[config.mk]
export PLATFORM = sky130hd
export DESIGN_NAME = slt_conv
export DESIGN_NICKNAME = d
export VERILOG_FILES = /design/src/rtl/slotted_latency_statistics_defines.svh /design/src/rtl/slt_pkg.sv /design/src/rtl/slt_conv.sv
export SDC_FILE = /design/constraint.sdc
export NUM_CORES = 1
export LEC_CHECK = 0
export BUFFER_PORTS_ARGS = -buffer_cell sky130_fd_sc_hd__buf_2
export CAP_MARGIN = 10
export CELL_PAD_IN_SITES_DETAIL_PLACEMENT = 0
export CELL_PAD_IN_SITES_GLOBAL_PLACEMENT = 2
export CORE_MARGIN = 4
export CORE_UTILIZATION = 38
export DETAILED_ROUTE_END_ITERATION = 6
export PLACE_DENSITY_LB_ADDON = 0.05
export SYNTH_ARGS = -nofsm -noshare
export SYNTH_HDL_FRONTEND = slang
export SYNTH_SLANG_ARGS = --single-unit
[constraint.sdc]
create_clock -name i_clk -period 4.7 [get_ports i_clk]
set_clock_uncertainty 0.05 [all_clocks]
set_input_delay 0.235 -clock i_clk [delete_from_list [all_inputs] [get_ports i_clk]]
set_output_delay 0.235 -clock i_clk [all_outputs]
set_load 0.005 [all_outputs]
[src/rtl/slotted_latency_statistics_defines.svh]
// Assertion macros used by the RTL.
`ifndef SLOTTED_LATENCY_STATISTICS_DEFINES_SVH
`define SLOTTED_LATENCY_STATISTICS_DEFINES_SVH

// Same-cycle implication.
`define SLT_ASSERT_IMP(lbl, clk, rst_n, ante, cons, msg) \
    lbl: assert property (@(posedge clk) disable iff (!rst_n) (ante) |-> (cons)) \
        else $error(msg);

// Next-cycle implication.
`define SLT_ASSERT_NXT(lbl, clk, rst_n, ante, cons, msg) \
    lbl: assert property (@(posedge clk) disable iff (!rst_n) (ante) |=> (cons)) \
        else $error(msg);

`endif

[src/rtl/slt_pkg.sv]
`timescale 1ns / 1ps
package slt_pkg;

    localparam int DEF_THREADS = 32;
    localparam int DEF_RECORDS = 128;

    localparam logic [1:0] KIND_START = 2'd0;
    localparam logic [1:0] KIND_END   = 2'd1;
    localparam logic [1:0] KIND_READ  = 2'd2;
    localparam logic [1:0] KIND_CLEAR = 2'd3;

    localparam logic ST_DONE = 1'b0;
    localparam logic ST_IDLE = 1'b1;

    localparam logic [31:0] FREQ_RESET = 32'd10000000;

    // ticks * 1e6 needs 64 + 20 bits
    localparam int          US_W      = 20;
    localparam logic [US_W-1:0] US_PER_S = 20'd1000000;
    localparam int          PROD_W    = 64 + US_W;

    localparam logic [62:0] MAX63 = '1;

    typedef struct packed {
        logic [1:0]  kind;
        logic [4:0]  thread_index;
        logic [6:0]  record_index;
        logic [62:0] timestamp;
    } t_item;

    typedef struct packed {
        logic               status;
        logic signed [63:0] average_us;
        logic [62:0]        minimum_us;
        logic [62:0]        maximum_us;
        logic [31:0]        call_count;
    } t_result;

    typedef struct packed {
        logic        active;
        logic [62:0] start_stamp;
        logic [63:0] total_ticks;
        logic [62:0] min_ticks;
        logic [62:0] max_ticks;
        logic [31:0] pair_count;
    } t_slot;

    localparam int SLOT_BITS = $bits(t_slot);

endpackage

[src/rtl/slt_conv.sv]
`timescale 1ns / 1ps
// Tick to microsecond conversion: q = (x * 1e6) / freq, optionally / div.
// Shift-add multiply, then restoring division one quotient bit per cycle.
module slt_conv import slt_pkg::*; (
    input  logic              i_clk,
    input  logic              i_rst_n,
    input  logic              i_start,
    input  logic [63:0]       i_x,
    input  logic [31:0]       i_freq,
    input  logic [31:0]       i_div,
    input  logic              i_second,
    output logic              o_done,
    output logic [PROD_W-1:0] o_quot
);

    localparam logic [1:0] P_IDLE = 2'd0;
    localparam logic [1:0] P_MUL  = 2'd1;
    localparam logic [1:0] P_DIV1 = 2'd2;
    localparam logic [1:0] P_DIV2 = 2'd3;
    localparam int CNT_W = $clog2(PROD_W + 1);

    logic [1:0]        r_phase;
    logic [CNT_W-1:0]  r_cnt;
    logic              r_done;
    logic [PROD_W-1:0] r_mcand;
    logic [US_W-1:0]   r_mplier;
    logic [PROD_W-1:0] r_acc;
    logic [31:0]       r_rem;
    logic [31:0]       r_den;
    logic [31:0]       r_div;
    logic              r_second;

    logic [32:0] rem_sh;
    logic [32:0] rem_diff;
    logic        ge;
    logic [31:0] rem_nx;
    logic        mul_last;
    logic        div_last;

    assign rem_sh   = {r_rem, r_acc[PROD_W-1]};
    assign rem_diff = rem_sh - {1'b0, r_den};
    assign ge       = (rem_sh >= {1'b0, r_den});
    assign rem_nx   = ge ? rem_diff[31:0] : rem_sh[31:0];
    assign mul_last = (r_cnt == CNT_W'(US_W - 1));
    assign div_last = (r_cnt == CNT_W'(PROD_W - 1));

    always_ff @(posedge i_clk) begin
        if (!i_rst_n) begin
            r_phase <= P_IDLE;
            r_cnt   <= '0;
            r_done  <= 1'b0;
        end else begin
            r_done <= 1'b0;
            unique case (r_phase)
                P_IDLE: begin
                    if (i_start) begin
                        r_phase <= P_MUL;
                        r_cnt   <= '0;
                    end
                end
                P_MUL: begin
                    r_cnt <= mul_last ? '0 : r_cnt + 1'b1;
                    if (mul_last) begin
                        r_phase <= P_DIV1;
                    end
                end
                default: begin
                    r_cnt <= div_last ? '0 : r_cnt + 1'b1;
                    if (div_last) begin
                        if (r_phase == P_DIV1 && r_second) begin
                            r_phase <= P_DIV2;
                        end else begin
                            r_phase <= P_IDLE;
                            r_done  <= 1'b1;
                        end
                    end
                end
            endcase
        end
    end

    always_ff @(posedge i_clk) begin
        unique case (r_phase)
            P_IDLE: begin
                if (i_start) begin
                    r_mcand  <= PROD_W'(i_x);
                    r_mplier <= US_PER_S;
                    r_acc    <= '0;
                    r_den    <= i_freq;
                    r_div    <= i_div;
                    r_second <= i_second;
                end
            end
            P_MUL: begin
                if (r_mplier[0]) begin
                    r_acc <= r_acc + r_mcand;
                end
                r_mcand  <= {r_mcand[PROD_W-2:0], 1'b0};
                r_mplier <= r_mplier >> 1;
                r_rem    <= '0;
            end
            default: begin
                r_acc <= {r_acc[PROD_W-2:0], ge};
                if (div_last && r_phase == P_DIV1) begin
                    r_rem <= '0;
                    r_den <= r_div;
                end else begin
                    r_rem <= rem_nx;
                end
            end
        endcase
    end

    assign o_done = r_done;
    assign o_quot = r_acc;

endmodule

* Word-level counts from Yosys, hierarchy flattened *
Cells that the tools add are included.
Widths: inputs -> output; s select.

cells by class
  $add $sub $neg = 3
  order comparisons = 1
  equal/unequal tests = 7
  multiplexer cells = 23
  bitwise gates (word level) = 3
  reduce and logical (&&, ||, !) cells = 12

operators with widths
  cell                 count
  $pmux 84 s2          2
  $mux 84              3
  $mux 32              4
  $pmux 32 s2          2
  $add 84x84->84       1
  $pmux 20 s2          1
  $ge 33x32->1         1
  $sub 32x32->32       1
  $mux 7               3
  $mux 20              1
  $pmux 7 s2           1
  $mux 2               4
  $add 7x1->7 const B  1
  $eq 7x5->1 const B   1
  $eq 7x7->1 const B   1
  $ne 2x2->1 const B   3
  $reduce_and 2->1     3
  $reduce_and 3->1     2
  $pmux 2 s2           1
  $reduce_bool 2->1    2
  $reduce_or 4->1      1
  $not 1->1            3
  $reduce_bool 3->1    1
  $eq 2x1->1 const B   1
  4 further kinds      5

word-level totals
  register bits = 295
  logic and storage cells = 59

* Depth between registers and ports, before layout *
  depth after elaboration = 5
  depth in mapped cells = 14
  mapped depth without buffers = 13

* Worst setup path before layout *
No wires, ideal clock.

  kind = register to register
  from = register r_phase[1]
  to = register r_acc[0] (netlist: o_quot[0]) (enable)
  arrival time = 3.472 ns
  required time = 4.201 ns
  path slack = 0.730 ns
  cell stages (with the launch flop) = 8
  path buffers = 4
  clock period less this slack = 3.970 ns
  cells stage by stage = dfxtp_1 > clkbuf_1 > nor2_1 > inv_1 > clkbuf_1 > clkbuf_1 > clkbuf_1 > o21a_1

between the ends
  cells in the longest elaborated chain, start to end = 3

ends and longest elaborated chain
  element                                        line             source
  from (decl)                                    slt_conv.sv:22   logic [1:0] r_phase;
  from (signal assigned)                         slt_conv.sv:49   r_phase <= P_IDLE;
  from (signal assigned)                         slt_conv.sv:57   r_phase <= P_MUL;
  from (signal assigned)                         slt_conv.sv:64   r_phase <= P_DIV1;
  $eq 2x1->1 or $logic_not 2->1 (tied branches)  slt_conv.sv:83   unique case (r_phase)
  $ne 2x2->1 (no source line)                    n/a
  $reduce_and 2->1 (no source line) *            n/a
  to (signal assigned)                           slt_conv.sv:96   r_acc <= r_acc + r_mcand;
  to (signal assigned)                           slt_conv.sv:103  r_acc <= {r_acc[PROD_W-2:0], ge};
  to (decl)                                      slt_conv.sv:27   logic [PROD_W-1:0] r_acc;

Every way passes the cells marked *; elsewhere a longest branch is shown, timed or not.
A chain may end at the register's enable or synchronous reset.

* Worst setup path in the final report *
  from = register r_acc[5] (netlist: o_quot[5])
  to = register r_acc[61] (netlist: o_quot[61]), data pin

between the ends
  cells in the longest elaborated chain, start to end = 3

ends and longest elaborated chain
  element         line            source
  $add 84x84->84  slt_conv.sv:96
  $mux 84         slt_conv.sv:95  if (r_mplier[0]) begin
  $pmux 84 s2     slt_conv.sv:83

No other way between the ends. The select of a mux whose other input is x is not followed.

==> reports/qor.yml <==
place:
  pre_cts_ws_ns: 0.729
  globalplace.congestion: 0.876
  io_buffers: 216
  dp_hpwl_mm: 39.9
clock_tree:
  cts_tree: "done"
  cts-root-buf: "clkbuf_16"
  numCtsBuffers: 37
  htreeDepth: 2
  clk_path_buf_depth: 3
  cts_num_sinks: 295
  clock_latency_ns: 0.56
  path_clk_slew_ns: 0.06
  post-cts-setup-buffer-count: 0
critical_path:
  endpoint_kind: "register"
  cpPeakStageDelay_ns: 0.56
  r2r_cells: 12
  cp_top_family: "compound AO/OA/AOI/OAI gates"
  path_buf_inv: 1
  r2r-end: "o_quot[61]"
  cp.arrival_ns: 4.22
  crit_slowest_cell: "o311ai_1"
  rr_startpoint: "o_quot[5]"
  crit_top_cell: "a21boi_1"
  rrSetupSlack_ns: 0.69
  critPathMaxFanout: 5
  worstPathCellList: "ha_1 -> a21oi_1 -> a21boi_1 -> o21a_1 -> o311ai_1 -> a211oi_1 -> buf_4 -> o21ai_0 -> o21ai_1 -> a21boi_1 -> xor2_1 -> o31ai_1"
  cp.required_ns: 4.91
  crit_path_start_kind: "register"
  crit_type: "register to register"
  crit_start: "o_quot[5]"
power:
  power_density_mw_per_mm2: 426
  leakagePower_nw: 9.56
  power_mw: 9.84
  vdd_drop_max_mv: 0.231
timing:
  rsz0062_at_grt: "false"
  period_needed_ns: 4.01
  max-slew-margin-rel_pct: 23.0
  min_period_over_period_pct: 85.4
  setup_viol_count_final: 0
  setup_slack_ns: 0.687
  maxSlewViolCount: 0
  finalHoldViolations: 0
  fin_tns_setup_ns: 0
  fmax_ghz: 0.249
  worstMarginPinSlew_ns: 1.16
worst_hold_path:
  worst_hold_path_type: "primary input to register"
  holdPathStages: 3
  worstHoldEndpoint: "r_mcand[11]"
  worstHoldStart: "i_x[11]"
global_routing:
  grt_max_degree: 100
  grt_usage_pct: 20.8
  antenna_found_initial: 0
  grt_first_pass_wirelength_mm: 89.7
  first_global_vias: 16300
  grt.overflow.total: 0
yosys:
  syn_area_mm2: 0.0189
  yosysUniqueCellTypes: 80
  synthSimpleGateAreaFrac_pct: 17.3
  synth-main-ff-cell: "edfxtp_1"
  ys_ff_latch: 295
  synth-compound-area-share_pct: 18.1
  yosys.area_share.adder_pct: 7.89
  synthMuxAreaShare_pct: 2.06
  yosys_warnings: 0
  synth_area_per_cell_um2: 9.45
  ys_seq_area_share_pct: 46.3
  synthArstFlopShare_pct: 0
  synth-xor-area-share_pct: 4.68
  syn_inst: 2000
  syn_nets: 2250
  synth_edf_count: 285
  synth_top_family_by_area: "compound AO/OA/AOI/OAI gates"
die:
  die_w_um: 231
  fp.dieArea_mm2: 0.0534
  num_rows: 81
  die_h_um: 231
  core_region_area_mm2: 0.0491
  ioPinCount: 217
  start_util_pct: 38.5
finish:
  final_nets: 2545
  layout-drive-gt1-share_pct: 15.1
  diodes: 0
  synthToLayoutAreaGrowth_pct: 22.1
detailed_routing:
  drc_errors: 0
  via_count: 15800
  first_pass_iters: 7
  wl_mm: 56.0
  dr.first_iter.drc_count: 938
  detail-route-antenna-nets: 0
  wire_per_inst_um: 18.8
  via_per_inst: 5.29
flow_run:
  drv_cap: 0
run_status:
  outcome: "finished clean"
-- final cells by class --
| type | instances | area [um2] |
|---|---|---|
| clock inverters | 15 | 195 |
| fillers | 4769 | 26000 |
| well taps | 664 | 831 |
| flip-flops and latches | 295 | 8760 |
| repair buffers | 362 | 2540 |
| inverters | 66 | 250 |
| clock buffers | 51 | 988 |
| multi-input cells | 1533 | 9510 |
-- worst reg2reg max path, stage by stage, from the launching register on --
cell	delay (ns)
edfxtp_1	0.43
ha_1	0.39
a21oi_1	0.32
a21boi_1	0.20
o21a_1	0.23
o311ai_1	0.56
a211oi_1	0.18
buf_4	0.18
o21ai_0	0.48
o21ai_1	0.23
a21boi_1	0.20
xor2_1	0.18
o31ai_1	0.08
-- how the worst max path moves through the flow --
stage / cells after the start / end
2_1_floorplan: 7 / o_quot[0]
3_3_place_gp: 12 / o_quot[83]
3_5_place_dp: 12 / o_quot[83]
4_1_cts: 12 / o_quot[61]
5_1_grt: 12 / o_quot[83]
6_report: 12 / o_quot[61]
-- sequential cells by signal, indices dropped and copies added, names as in the netlist --
| signal | flops |
|---|---|
| o_done | 1 |
| o_quot | 84 |
| r_cnt | 7 |
| r_den | 32 |
| r_div | 32 |
| r_mcand | 84 |
| r_mplier | 20 |
| r_phase | 2 |
| r_rem | 32 |
| r_second | 1 |
-- cells in the mapped netlist (13+ instances only) --
cell type    n  share of area, %
nor3_1      20              0.53
a21oi_1    168               4.4
ha_1       116               7.7
or2_2       16              0.53
xor2_1      40               1.9
clkbuf_1    78               1.5
a31oi_1     18              0.60
and3_1      13              0.43
xnor2_1     61               2.8
edfxtp_1   285                45
inv_1       66               1.3
o21bai_1    25              0.99
nand2_1    409               8.1
and2_1      43               1.4
a211oi_1    13              0.52
o21a_1      20              0.79
o21ai_0    144               3.8
mux2_2      32               1.9
nand4_1     43               1.4
nand3_1     41               1.1
nor2_1     100               2.0
a21o_1      62               2.5
buf_2       21              0.56
-- kinds of logic (layout without fill, tap and decap cells) --
family                     Yosys count  count (layout)
muxes                               35              35
and+or+nand+nor                    733             733
buffers and inverters              172             494
AOI/OAI and AO/OA                  546             546
xor gates and xnor gates           101             101
adders and majority gates          118             118
DFF                                295             295
-- metrics by stage --
stage               instances  hold slack [ns]  cell area [um2]  utilization [%]
floorplan                2000            0.284            18900                -
global placement         2790            0.363            20600             42.0
detailed placement       2790            0.363            20600             42.0
CTS                      2986         0.000294            23100             47.1
global route             2986           0.0166            23100             47.1
finish                   2986           0.0321            23100             47.1
-- power breakdown --
part | switching, mW | internal (mW)
clock | 1.15 | 1.70
sequential | 0.236 | 3.34
combinational | 2.05 | 1.37
-- layer usage --
layer  vias to the layer above  track usage, %  share of wire, %
li1                       7842               -                 -
met3                        69            3.32               3.8
met2                       278            35.6                48
met5                         -               0                 0
met4                         0            5.58               2.2
met1                      7599            27.4                46
-- repair_timing --
action | in CTS | in global routing
hold endpoints to repair | 131 | 0
hold buffers | 130 | 0
gates resized for setup | 0 | 0
-- cell usage in the layout (no fill, tap or decap), types with 9 or more instances in the layout --
master and n:
nor2_1 98, edfxtp_1 285, buf_2 216, a21oi_1 167, nand3_1 41, dlygate4sd3_1 130
ha_1 116, o21ai_0 143, nand2_1 409, xnor2_1 61, and2_1 42, nor2b_1 10
clkbuf_16 37, o21bai_1 25, clkbuf_1 13, a21o_1 62, nor3_1 20, inv_1 65
mux2_2 32, a211oi_1 13, buf_4 13, and3_1 13, dfxtp_1 9, a31oi_1 18
nand4_1 43, xor2_1 40, o21a_1 19, or2_2 15
Power figures use the tool's default switching activity.
