==> config.mk <==
export PLATFORM = sky130hd
export DESIGN_NAME = slt_ram
export DESIGN_NICKNAME = d
export VERILOG_FILES = /design/src/rtl/slotted_latency_statistics_defines.svh /design/src/rtl/slt_ram.sv
export SDC_FILE = /design/constraint.sdc
export NUM_CORES = 1
export LEC_CHECK = 0
export ABC_AREA = 0
export BUFFER_PORTS_ARGS = -buffer_cell sky130_fd_sc_hd__clkbuf_2
export CELL_PAD_IN_SITES_DETAIL_PLACEMENT = 2
export CELL_PAD_IN_SITES_GLOBAL_PLACEMENT = 2
export CORE_MARGIN = 2
export CORE_UTILIZATION = 40
export CTS_CLUSTER_DIAMETER = 40
export CTS_CLUSTER_SIZE = 24
export DETAILED_ROUTE_END_ITERATION = 8
export PLACE_DENSITY = 0.66
export SYNTH_ARGS = -nofsm -noshare
export SYNTH_HDL_FRONTEND = slang
export SYNTH_SLANG_ARGS = --single-unit
==> constraint.sdc <==
create_clock -name i_clk -period 2.25 [get_ports i_clk]
set_input_delay 0.1125 -clock i_clk [delete_from_list [all_inputs] [get_ports i_clk]]
set_output_delay 0.1125 -clock i_clk [all_outputs]
set_load 0.03 [all_outputs]
==> src/rtl/slotted_latency_statistics_defines.svh <==
// Assertion macros used by the RTL.
`ifndef SLOTTED_LATENCY_STATISTICS_DEFINES_SVH
`define SLOTTED_LATENCY_STATISTICS_DEFINES_SVH

// Same-cycle implication.
`define SLT_ASSERT_IMP(lbl, clk, rst_n, ante, cons, msg) \
    lbl: assert property (@(posedge clk) disable iff (!rst_n) (ante) |-> (cons)) \
        else $error(msg);

// Next-cycle implication.
`define SLT_ASSERT_NXT(lbl, clk, rst_n, ante, cons, msg) \
    lbl: assert property (@(posedge clk) disable iff (!rst_n) (ante) |=> (cons)) \
        else $error(msg);

`endif

==> src/rtl/slt_ram.sv <==
`timescale 1ns / 1ps
module slt_ram #(
    parameter int WIDTH = 8,
    parameter int DEPTH = 16,
    localparam int AW = (DEPTH > 1) ? $clog2(DEPTH) : 1
) (
    input  logic             i_clk,
    input  logic             i_we,
    input  logic [AW-1:0]    i_waddr,
    input  logic [WIDTH-1:0] i_wdata,
    input  logic [AW-1:0]    i_raddr,
    output logic [WIDTH-1:0] o_rdata
);

    logic [WIDTH-1:0] mem [DEPTH];
    logic [WIDTH-1:0] r_rdata;

    always_ff @(posedge i_clk) begin
        if (i_we) begin
            mem[i_waddr] <= i_wdata;
        end
        r_rdata <= mem[i_raddr];
    end

    assign o_rdata = r_rdata;

endmodule

* Yosys cells after proc, flatten, opt, wreduce, memory -nomap -nowiden
Memories as Yosys holds them, arrays and structs flattened. A register that Yosys moved wholly into a read port is not among the register bits.
Cells that the tools add are included.
** Storage, ports and cells
- Register bits :: 0
- Memory bits (writable) :: 128
- Bits of input ports :: 18
- Output and inout bits :: 8
- Word-level logic and storage cells :: 3
- Memories :: 1
** Operators by class
- Muxes and demuxes :: 2
** Memory list
- mem :: depth 16, width 8, rd ports 1, clocked after memory_dff 1, wr ports 1, line slt_ram.sv:15 : logic [WIDTH-1:0] mem [DEPTH];
** Operators by type and width (count)
- 1-bit 2-to-1 mux :: 2

* Logic depth before layout (Yosys ltp)
Gate-level depths: netlist (run 1).
- Depth after elaboration :: 2
- Gate-level depth with buffers :: 5
- Gate-level depth less buffers :: 3

* Least setup slack after synthesis (run 1)
OpenSTA, ideal clock, no wires.
- Kind :: input to register
- Start point :: input port i_waddr[2]
- End point :: memory mem[0][0], enable pin
- Library setup time :: 383 ps
- Arrival :: 1222 ps
- Data required time :: 1867 ps
- Slack :: 645 ps
- Cell stages on the path :: 2
- Buffers on the path :: 0
- Cells stage by stage :: or3b_2 -> nor3_1
** RTL lines
- from (decl) :: line slt_ram.sv:9 : input logic [AW-1:0] i_waddr,
- to (decl) :: line slt_ram.sv:15
No word-level cell before the write port.

==> flow_metrics.env, run 1 <==
export IMPL_cp_start_kind="flop"
export IMPL_grt_max_degree=22
export IMPL_clk_insertion_delay_late_ps=430
export IMPL_dp_hpwl_mm=8.08
export IMPL_drtAntennaViolNets=0
export IMPL_final_cells=467
export IMPL_final_common_cell="edfxtp_1"
export IMPL_netlist_instances=229
export IMPL_syn_area_per_cell_um2=22.5
export IMPL_ctsResizeCount=0
export IMPL_clkTransAtPathRegs_ps=60
export IMPL_drtIter0Drc=197
export IMPL_diodes=0
export IMPL_setup_viol_count_final=0
export IMPL_crit_family="multiplexers"
export IMPL_drive_above_1_share_pct=32.2
export IMPL_ys_top_cells_by_area="edfxtp_1 75%, mux4_2 7.9%, mux4_1 7.1%, dfxtp_1 3.1%, a22oi_1 2.3%"
export IMPL_vias_per_cell=5.53
export IMPL_place_congestion=0.723
export IMPL_finalCritPeriodShare_pct=68.2
export IMPL_max_freq_ghz=0.652
export IMPL_fin_hold_ws_ps=125
export IMPL_syn_nets=247
export IMPL_cp_required_ps=2550
export IMPL_layout_common_cells="128 x edfxtp_1, 25 x clkbuf_2, 18 x mux4_2, 17 x clkbuf_16, 17 x buf_4"
export IMPL_grt_pass1_wl_mm=19.6
export IMPL_firstDrtPassIters=4
export IMPL_nets=300
export IMPL_netlist_area_um2=5150
export IMPL_drt_wirelength_per_cell_um=28.1
export IMPL_fillers=1096
export IMPL_grt_overflow_total=0
export IMPL_start_util_pct=41.0
export IMPL_cellLeakagePower_nw=2.08
export IMPL_syn2layout_area_growth_pct=19.9
export IMPL_ctsHoldBuffers=0
export IMPL_final_hold_viol_count=0
export IMPL_vdd_ir_drop_worst_uv=587
export IMPL_rsz0062_at_grt="false"
export IMPL_grt_pass1_vias=2857
export IMPL_core_um2=12600
export IMPL_utilization_pct=49.1
export IMPL_die_area_um2=13800
export IMPL_relSlewSlack_pct=41.7
export IMPL_min_period_ps=1530
export IMPL_cp_slowest_stage_delay_ps=620
export IMPL_crit_type="flop to flop"
export IMPL_die_h_um=117
export IMPL_cts_root_buf="clkbuf_16"
export IMPL_cts_buffer_depth=2
export IMPL_routed_wl_mm=13.1
export IMPL_arrival_ps=1830
export IMPL_yosysSeqAreaShare_pct=77.8
export IMPL_fin_skew_ps=9.98
export IMPL_grt_usage_pct=20.6
export IMPL_setup_tns_ps=0
export IMPL_cts_made_buffers=17
export IMPL_vias=2581
export IMPL_drv_slew=0
export IMPL_worstMarginPinSlew_ps=871
export IMPL_p_per_area_nw_per_um2=973
export IMPL_worst_path_buf_inv=0
export IMPL_cts_max_level=4
export IMPL_status="finished, final reports clean"
export IMPL_pre_cts_slack_ps=443
export IMPL_fp_dieW_um=117
export IMPL_yosys_cell_types_count=19
export IMPL_endpoint_kind="flop"
export IMPL_r2r_slack_ps=720
export IMPL_cap_violations=0
export IMPL_ios=26
export IMPL_cp_cell_sequence="mux4_1 > a22oi_1 > nand2_1"
export IMPL_remaining_drc_errors=0
export IMPL_cts_sinks=136
export IMPL_rows=41
export IMPL_antenna_found_initial=0
export IMPL_fin_ws_ps=715
export IMPL_synth_top_area_share_pct=74.7
export IMPL_post_cts_buffers=0
export IMPL_crit_fanout=1
export IMPL_synth_seq_cells=136
export IMPL_dp_cells=435
export IMPL_ys_warn_count=0
export IMPL_crit_path_top_delay_cell="mux4_1"
export IMPL_cts_tree="yes"
export IMPL_io_buffers=25
export IMPL_hp_class="input port to flop"
export IMPL_synth_area_leader_cell="edfxtp_1"
-- cells by family (layout without fill, tap and decap cells) --
group                  count (synthesis)  count (layout)  synth area share (%)
DFF                                  136             136                  77.8
and+or+nand+nor                       35              35                  3.18
muxes                                 32              32                  15.0
AOI/OAI and AO/OA                     16              16                  2.33
buffers and inverters                 10              76                  1.68
-- layer usage --
layer | wire length [µm] | vias to the layer above | global-route usage (%)
met2 | 6300 | 70 | 31.7
li1 | - | 1084 | -
met5 | 0 | - | 0
met1 | 6020 | 1408 | 27.9
met4 | 325 | 0 | 10.3
met3 | 482 | 19 | 4.57
-- cells in the mapped netlist --
library cell and number:
nor2_1 13, a22oi_1 16, and2_1 1, buf_4 1
nand2_1 9, dfxtp_1 8, nand2b_1 2, clkdlybuf4s25_2 3
mux4_1 14, nand3b_1 2, nor3_1 4, and2b_1 1
buf_6 3, nor2b_1 1, or3b_2 1, mux4_2 18
buf_2 3, edfxtp_1 128, nand3_1 1
-- report_power, final --
group	switching (mW)	internal, mW	total [mW]
Sequential	0.0213	2.83	2.85
Combinational	0.198	0.114	0.312
Clock	1.10	1.74	2.84
-- final cells by class --
cell class	instances	area (µm²)	area share (%)
flip-flops and latches	136	4000	64.9
clock buffers	17	425	6.89
multi-input cells	83	1060	17.1
clock inverters	15	179	2.90
well taps	172	215	3.49
repair buffers	44	293	4.74
-- worst paths after layout --
check	to	cells past startpoint	start
worst max-delay path	o_rdata[4]	3	mem[10][4]
worst min-delay path	mem[2][0]	1	i_wdata[0]
worst max register to register	o_rdata[4]	3	mem[10][4]
worst min register to register	o_rdata[0]	3	mem[12][0]
-- registers in the layout, summed over array words and instances, names as in the netlist --
register / flops
o_rdata: 8
mem: 128
-- per-stage QoR --
| step | cell area (µm²) | power [mW] |
|---|---|---|
| after floorplan | 5150 | 3.07 |
| after global placement | 5570 | 3.20 |
| after detailed placement | 5570 | 3.22 |
| after CTS | 6170 | 6.07 |
| after global routing | 6170 | 6.18 |
| final | 6170 | 6.00 |
-- worst reg2reg max path, delay by kind of cell, from the launching register on --
| family | cells | cell delay, ps |
|---|---|---|
| mux | 1 | 620 |
| compound gates | 1 | 270 |
| simple gates | 1 | 100 |
| flops | 1 | 430 |
Power figures use the tool's default switching activity.
==> inputs of run 2 (changes only) <==
--- a/config.mk
+++ b/config.mk
@@ -14,7 +14,7 @@
 export CTS_CLUSTER_DIAMETER = 40
 export CTS_CLUSTER_SIZE = 24
 export DETAILED_ROUTE_END_ITERATION = 8
-export PLACE_DENSITY = 0.66
+export PLACE_DENSITY = 0.69
 export SYNTH_ARGS = -nofsm -noshare
 export SYNTH_HDL_FRONTEND = slang
 export SYNTH_SLANG_ARGS = --single-unit
==> constraint.sdc (replaced) <==
create_clock -name i_clk -period 1.25 [get_ports i_clk]
set_input_delay 0.0625 -clock i_clk [delete_from_list [all_inputs] [get_ports i_clk]]
set_output_delay 0.0625 -clock i_clk [all_outputs]
set_load 0.03 [all_outputs]
==> run 2 against run 1 <==
The run now ends with setup timing left; clock skew fell by 0.86 ps; die area unchanged; total power rose by 93%; critical path type unchanged.
==> flow_metrics.env, run 2 (synthesis results as in run 1) <==
export IMPL_status="finished with violations"
export IMPL_violations="setup timing"
export IMPL_cap_violations=0
export IMPL_grt_overflow_total=0
export IMPL_min_period_ps=1380
export IMPL_p_per_area_nw_per_um2=1800
export IMPL_power_frac_comb_pct=5.5
export IMPL_crit_fanout=1
export IMPL_firstDrtPassIters=4
export IMPL_fin_ws_ps=-125
export IMPL_antenna_found_initial=0
export IMPL_clkTransAtPathRegs_ps=60
export IMPL_fp_dieW_um=117
export IMPL_largest_reg_flops=128
export IMPL_pre_cts_slack_ps=-298
export IMPL_seq_area_um2=4000
export IMPL_worstMarginPinSlew_ps=1100
export IMPL_drtAntennaViolNets=0
export IMPL_cp_required_ps=1550
export IMPL_grt_usage_pct=21.3
export IMPL_cts_sinks=136
export IMPL_clk_insertion_delay_late_ps=430
export IMPL_syn2layout_area_growth_pct=25.3
export IMPL_cp_cell_sequence="mux4_2 > a22oi_2 > nand2_1"
export IMPL_cts_root_buf="clkbuf_16"
export IMPL_cts_max_level=4
export IMPL_core_um2=12600
export IMPL_diodes=0
export IMPL_p_seq_share_pct=44.4
export IMPL_largest_register="mem"
export IMPL_drive_above_1_share_pct=41.2
export IMPL_grt_pass1_wl_mm=20.2
export IMPL_final_common_cell="edfxtp_1"
export IMPL_die_area_um2=13800
export IMPL_remaining_drc_errors=0
export IMPL_layout_common_cells="128 x edfxtp_1, 33 x buf_4, 25 x mux4_2, 25 x clkbuf_2, 17 x clkbuf_16"
export IMPL_vias_per_cell=5.31
export IMPL_arrival_ps=1680
export IMPL_drt_wirelength_per_cell_um=27.9
export IMPL_start_util_pct=41.0
export IMPL_clockPowerShare_pct=50.1
export IMPL_drv_slew=0
export IMPL_cellLeakagePower_nw=2.21
export IMPL_finalCritPeriodShare_pct=110
export IMPL_p_int_mw=9.28
export IMPL_drtIter0Drc=195
export IMPL_nets=318
export IMPL_relSlewSlack_pct=26.2
export IMPL_sw_frac_of_total_pct=19.8
export IMPL_grt_pass1_vias=2883
export IMPL_power_mw=11.6
export IMPL_vdd_ir_drop_worst_uv=858
export IMPL_routed_wl_mm=13.5
export IMPL_vias=2575
export IMPL_max_freq_ghz=0.727
export IMPL_cts_made_buffers=17
export IMPL_utilization_pct=51.3
export IMPL_fin_skew_ps=9.12
export IMPL_endpoint_kind="flop"
export IMPL_fillers=1095
export IMPL_rsz0062_at_grt="true"
export IMPL_cts_buffer_depth=2
export IMPL_place_congestion=0.766
export IMPL_rows=41
export IMPL_dp_hpwl_mm=8.75
export IMPL_die_h_um=117
export IMPL_crit_type="flop to flop"
export IMPL_final_hold_viol_count=0
export IMPL_crit_path_top_delay_cell="mux4_2"
export IMPL_cts_tree="yes"
export IMPL_io_buffers=25
export IMPL_cp_slowest_stage_delay_ps=520
export IMPL_hp_class="input port to flop"
export IMPL_switching_power_mw=2.30
export IMPL_multi_input_area_um2=1100
export IMPL_ios=26
export IMPL_grt_max_degree=23
export IMPL_cp_start_kind="flop"
export IMPL_setup_viol_count_final=8
## run 2: changes by cell type in the layout (fill, tap and decap cells not counted), sizes merged
cell / previous run / this run
buf: 19 / 37
inv: 1 / 0
clkbuf: 42 / 44
bufinv: 3 / 7
clkinvlp: 7 / 2
## run 2: area by class of cell
cell class | instances | area share, %
clock buffer | 19 | 6.71
clock inverter | 13 | 3.88
multi-input combinational | 83 | 17.0
sequential | 136 | 62.1
tap | 172 | 3.34
timing repair buffer | 62 | 7.02
## run 2: worst max-delay path: cells and delay by family (launching register included)
kind	cells	cell delay (ps)
flops	1	420
mux	1	520
compound gates	1	230
simple gates	1	90
## run 2: metal layers
| metal | global-route usage [%] | vias to the layer above | wire length, µm |
|---|---|---|---|
| met3 | 4.38 | 13 | 588 |
| met1 | 28.8 | 1369 | 5910 |
| met5 | 0 | - | 0 |
| met4 | 8.06 | 0 | 191 |
| li1 | - | 1111 | - |
| met2 | 34.2 | 82 | 6850 |
## run 2: path summary, 6_finish.rpt
path	from	to	slack [ps]	cells after the start
max	mem[0][0]	o_rdata[0]	-130	3
min	i_wdata[3]	mem[2][3]	100	1
max reg2reg	mem[0][0]	o_rdata[0]	-130	3
min reg2reg	mem[14][5]	o_rdata[5]	700	3
## run 2: power by group through the flow
stage | clock, mW | sequential [mW] | combinational, mW
floorplan | 0 | 5.28 | 0.260
global placement | 0 | 5.22 | 0.571
detailed placement | 0 | 5.23 | 0.605
CTS | 5.91 | 5.14 | 0.634
global route | 6.06 | 5.15 | 0.683
finish | 5.81 | 5.14 | 0.635
## run 2: per-stage QoR
stage	cell area [µm²]	hold WS, ps	TNS, ps	cells
after floorplan	5160	161	-2380	229
after global placement	5740	486	-3430	453
after detailed placement	5740	514	-5440	453
after CTS	6440	89.1	-878	485
after global routing	6450	107	-1080	485
final	6450	99.1	-646	485
## run 2: repair_timing
item                                    4_1_cts  5_1_grt
buffers inserted                              0        0
hold buffers                                  0        0
resized for setup                             9        8
cloned                                        0        0
pin swaps                                     5        3
endpoints found under the setup margin        8        8
==> inputs of run 3 (changes only) <==
--- a/config.mk
+++ b/config.mk
@@ -14,6 +14,7 @@
 export CTS_CLUSTER_DIAMETER = 40
 export CTS_CLUSTER_SIZE = 24
 export DETAILED_ROUTE_END_ITERATION = 8
+export HOLD_SLACK_MARGIN = 0.15
 export PLACE_DENSITY = 0.69
 export SYNTH_ARGS = -nofsm -noshare
 export SYNTH_HDL_FRONTEND = slang
==> run 3 against run 2 <==
Die area did not move; largest power group unchanged; clock skew shrank 1.8 ps; via count up 1.4%; cell count grew 1.4%; largest cell class unchanged; the flow still finishes with violations (setup timing); wire length increased by 1.2%; non-clock buffer count grew 7; critical endpoint is now o_rdata[6]; sequential power is essentially flat.
==> flow_metrics.env, run 3 (synthesis results as in run 1) <==
export IMPL_grt_pass1_vias=2934
export IMPL_place_congestion=0.766
export IMPL_io_buffers=25
export IMPL_power_mw=11.6
export IMPL_cts_tree="yes"
export IMPL_min_delay_path_depth=1
export IMPL_rr_endpoint="o_rdata[6]"
export IMPL_crit_path_top_delay_cell="mux4_2"
export IMPL_relSlewSlack_pct=24.9
export IMPL_die_area_um2=13800
export IMPL_worst_path_buf_inv=0
export IMPL_min_period_ps=1360
export IMPL_status="finished with violations"
export IMPL_dp_hpwl_mm=8.75
export IMPL_cp_start_kind="flop"
export IMPL_core_um2=12600
export IMPL_finalCritPeriodShare_pct=109
export IMPL_worstMarginPinSlew_ps=1120
export IMPL_clkTransAtPathRegs_ps=60
export IMPL_syn2layout_area_growth_pct=26.7
export IMPL_p_int_mw=9.30
export IMPL_rows=41
export IMPL_p_seq_share_pct=44.3
export IMPL_sw_frac_of_total_pct=19.9
export IMPL_worstHoldEndpoint="mem[7][0]"
export IMPL_largest_register="mem"
export IMPL_drv_slew=0
export IMPL_rsz0062_at_grt="true"
export IMPL_fin_ws_ps=-111
export IMPL_hold_start="i_wdata[0]"
export IMPL_clockPowerShare_pct=50.1
export IMPL_switching_power_mw=2.31
export IMPL_grt_max_degree=23
export IMPL_vias=2612
export IMPL_power_frac_comb_pct=5.6
export IMPL_die_h_um=117
export IMPL_endpoint_kind="flop"
export IMPL_vdd_ir_drop_worst_uv=863
export IMPL_cp_required_ps=1550
export IMPL_fin_skew_ps=7.34
export IMPL_grt_pass1_wl_mm=20.5
export IMPL_cts_made_buffers=17
export IMPL_cts_max_level=4
export IMPL_drtIter0Drc=171
export IMPL_r2r_start="mem[3][6]"
export IMPL_hp_class="input port to flop"
export IMPL_crit_family="multiplexers"
export IMPL_clk_insertion_delay_late_ps=430
export IMPL_seq_area_um2=4000
export IMPL_ios=26
export IMPL_final_common_cell="edfxtp_1"
export IMPL_drtAntennaViolNets=0
export IMPL_layout_common_cells="128 x edfxtp_1, 33 x buf_4, 25 x mux4_2, 25 x clkbuf_2, 17 x clkbuf_16"
export IMPL_diodes=0
export IMPL_routed_wl_mm=13.7
export IMPL_r2r_slack_ps=-110
export IMPL_violations="setup timing"
export IMPL_crit_fanout=1
export IMPL_remaining_drc_errors=0
export IMPL_largest_reg_flops=128
export IMPL_grt_usage_pct=21.5
export IMPL_fillers=1089
export IMPL_arrival_ps=1660
export IMPL_nets=325
export IMPL_cp_cell_sequence="mux4_2 > a22oi_2 > nand2_1"
export IMPL_fp_dieW_um=117
export IMPL_drive_above_1_share_pct=40.3
export IMPL_post_cts_buffers=0
export IMPL_cellLeakagePower_nw=2.24
export IMPL_cts_root_buf="clkbuf_16"
export IMPL_firstDrtPassIters=4
export IMPL_p_per_area_nw_per_um2=1780
export IMPL_utilization_pct=51.9
export IMPL_final_hold_viol_count=0
export IMPL_grt_overflow_total=0
export IMPL_start_util_pct=41.0
export IMPL_cts_sinks=136
export IMPL_cts_buffer_depth=2
export IMPL_cp_slowest_stage_delay_ps=510
export IMPL_drt_wirelength_per_cell_um=27.8
export IMPL_max_freq_ghz=0.735
export IMPL_setup_viol_count_final=8
export IMPL_vias_per_cell=5.31
export IMPL_antenna_found_initial=0
export IMPL_cap_violations=0
export IMPL_crit_type="flop to flop"
export IMPL_r2r_cells=3
export IMPL_multi_input_area_um2=1100
==> run 3: routing by layer <==
metal  GRT usage [%]  vias to the layer above  wire length [µm]
met2            35.4                       75              6930
met1            28.7                     1393              5940
met4            7.68                        0               250
li1                -                     1125                 -
met3            4.38                       19               578
met5               0                        -                 0
==> run 3: worst max-delay path by stage <==
stage | cells past startpoint | start | slack, ps | end
after floorplan | 2 | i_waddr[2] | -80 | mem[3][0]
after CTS | 3 | mem[3][6] | -150 | o_rdata[6]
after global routing | 3 | mem[3][6] | -160 | o_rdata[6]
final | 3 | mem[3][6] | -110 | o_rdata[6]
after global placement | 6 | i_raddr[0] | -240 | o_rdata[0]
after detailed placement | 6 | i_raddr[0] | -300 | o_rdata[0]
==> run 3: layout make-up <==
class / count / share of cell area [%]
Clock buffer: 19 / 6.64
Clock inverter: 13 / 3.84
Sequential cell: 136 / 61.4
Timing Repair Buffer: 69 / 8.02
Tap cell: 172 / 3.30
Multi-Input combinational cell: 83 / 16.8
==> run 3: power by group through the flow <==
stage | sequential, mW | combinational, mW | clock (mW)
2_1_floorplan | 5.28 | 0.260 | 0
3_3_place_gp | 5.22 | 0.571 | 0
3_5_place_dp | 5.23 | 0.605 | 0
4_1_cts | 5.14 | 0.652 | 5.91
5_1_grt | 5.15 | 0.702 | 6.06
6_report | 5.14 | 0.652 | 5.82
==> run 3: worst reg2reg max path, delay by kind of cell, from the launching register on <==
kind	cells	cell delay, ps
muxes	1	510
DFF	1	380
AOI/OAI and AO/OA	1	250
and+or+nand+nor	1	90
==> run 3: what timing repair did <==
item / in CTS / in global routing
hold endpoints to repair: 112 / 0
setup endpoints to repair: 8 / 8
hold buffers: 7 / 0
gates resized for setup: 9 / 8
pin swaps: 5 / 3
==> run 3: metrics by stage <==
stage | hold WS (ps) | std cells | setup WS (ps) | cell area (µm²) | TNS, ps
3_5_place_dp | 514 | 453 | -298 | 5740 | -5440
4_1_cts | 168 | 492 | -155 | 6510 | -878
5_1_grt | 162 | 492 | -159 | 6520 | -1080
3_3_place_gp | 486 | 453 | -236 | 5740 | -3430
6_report | 151 | 492 | -111 | 6520 | -572
2_1_floorplan | 161 | 229 | -78.6 | 5160 | -2380
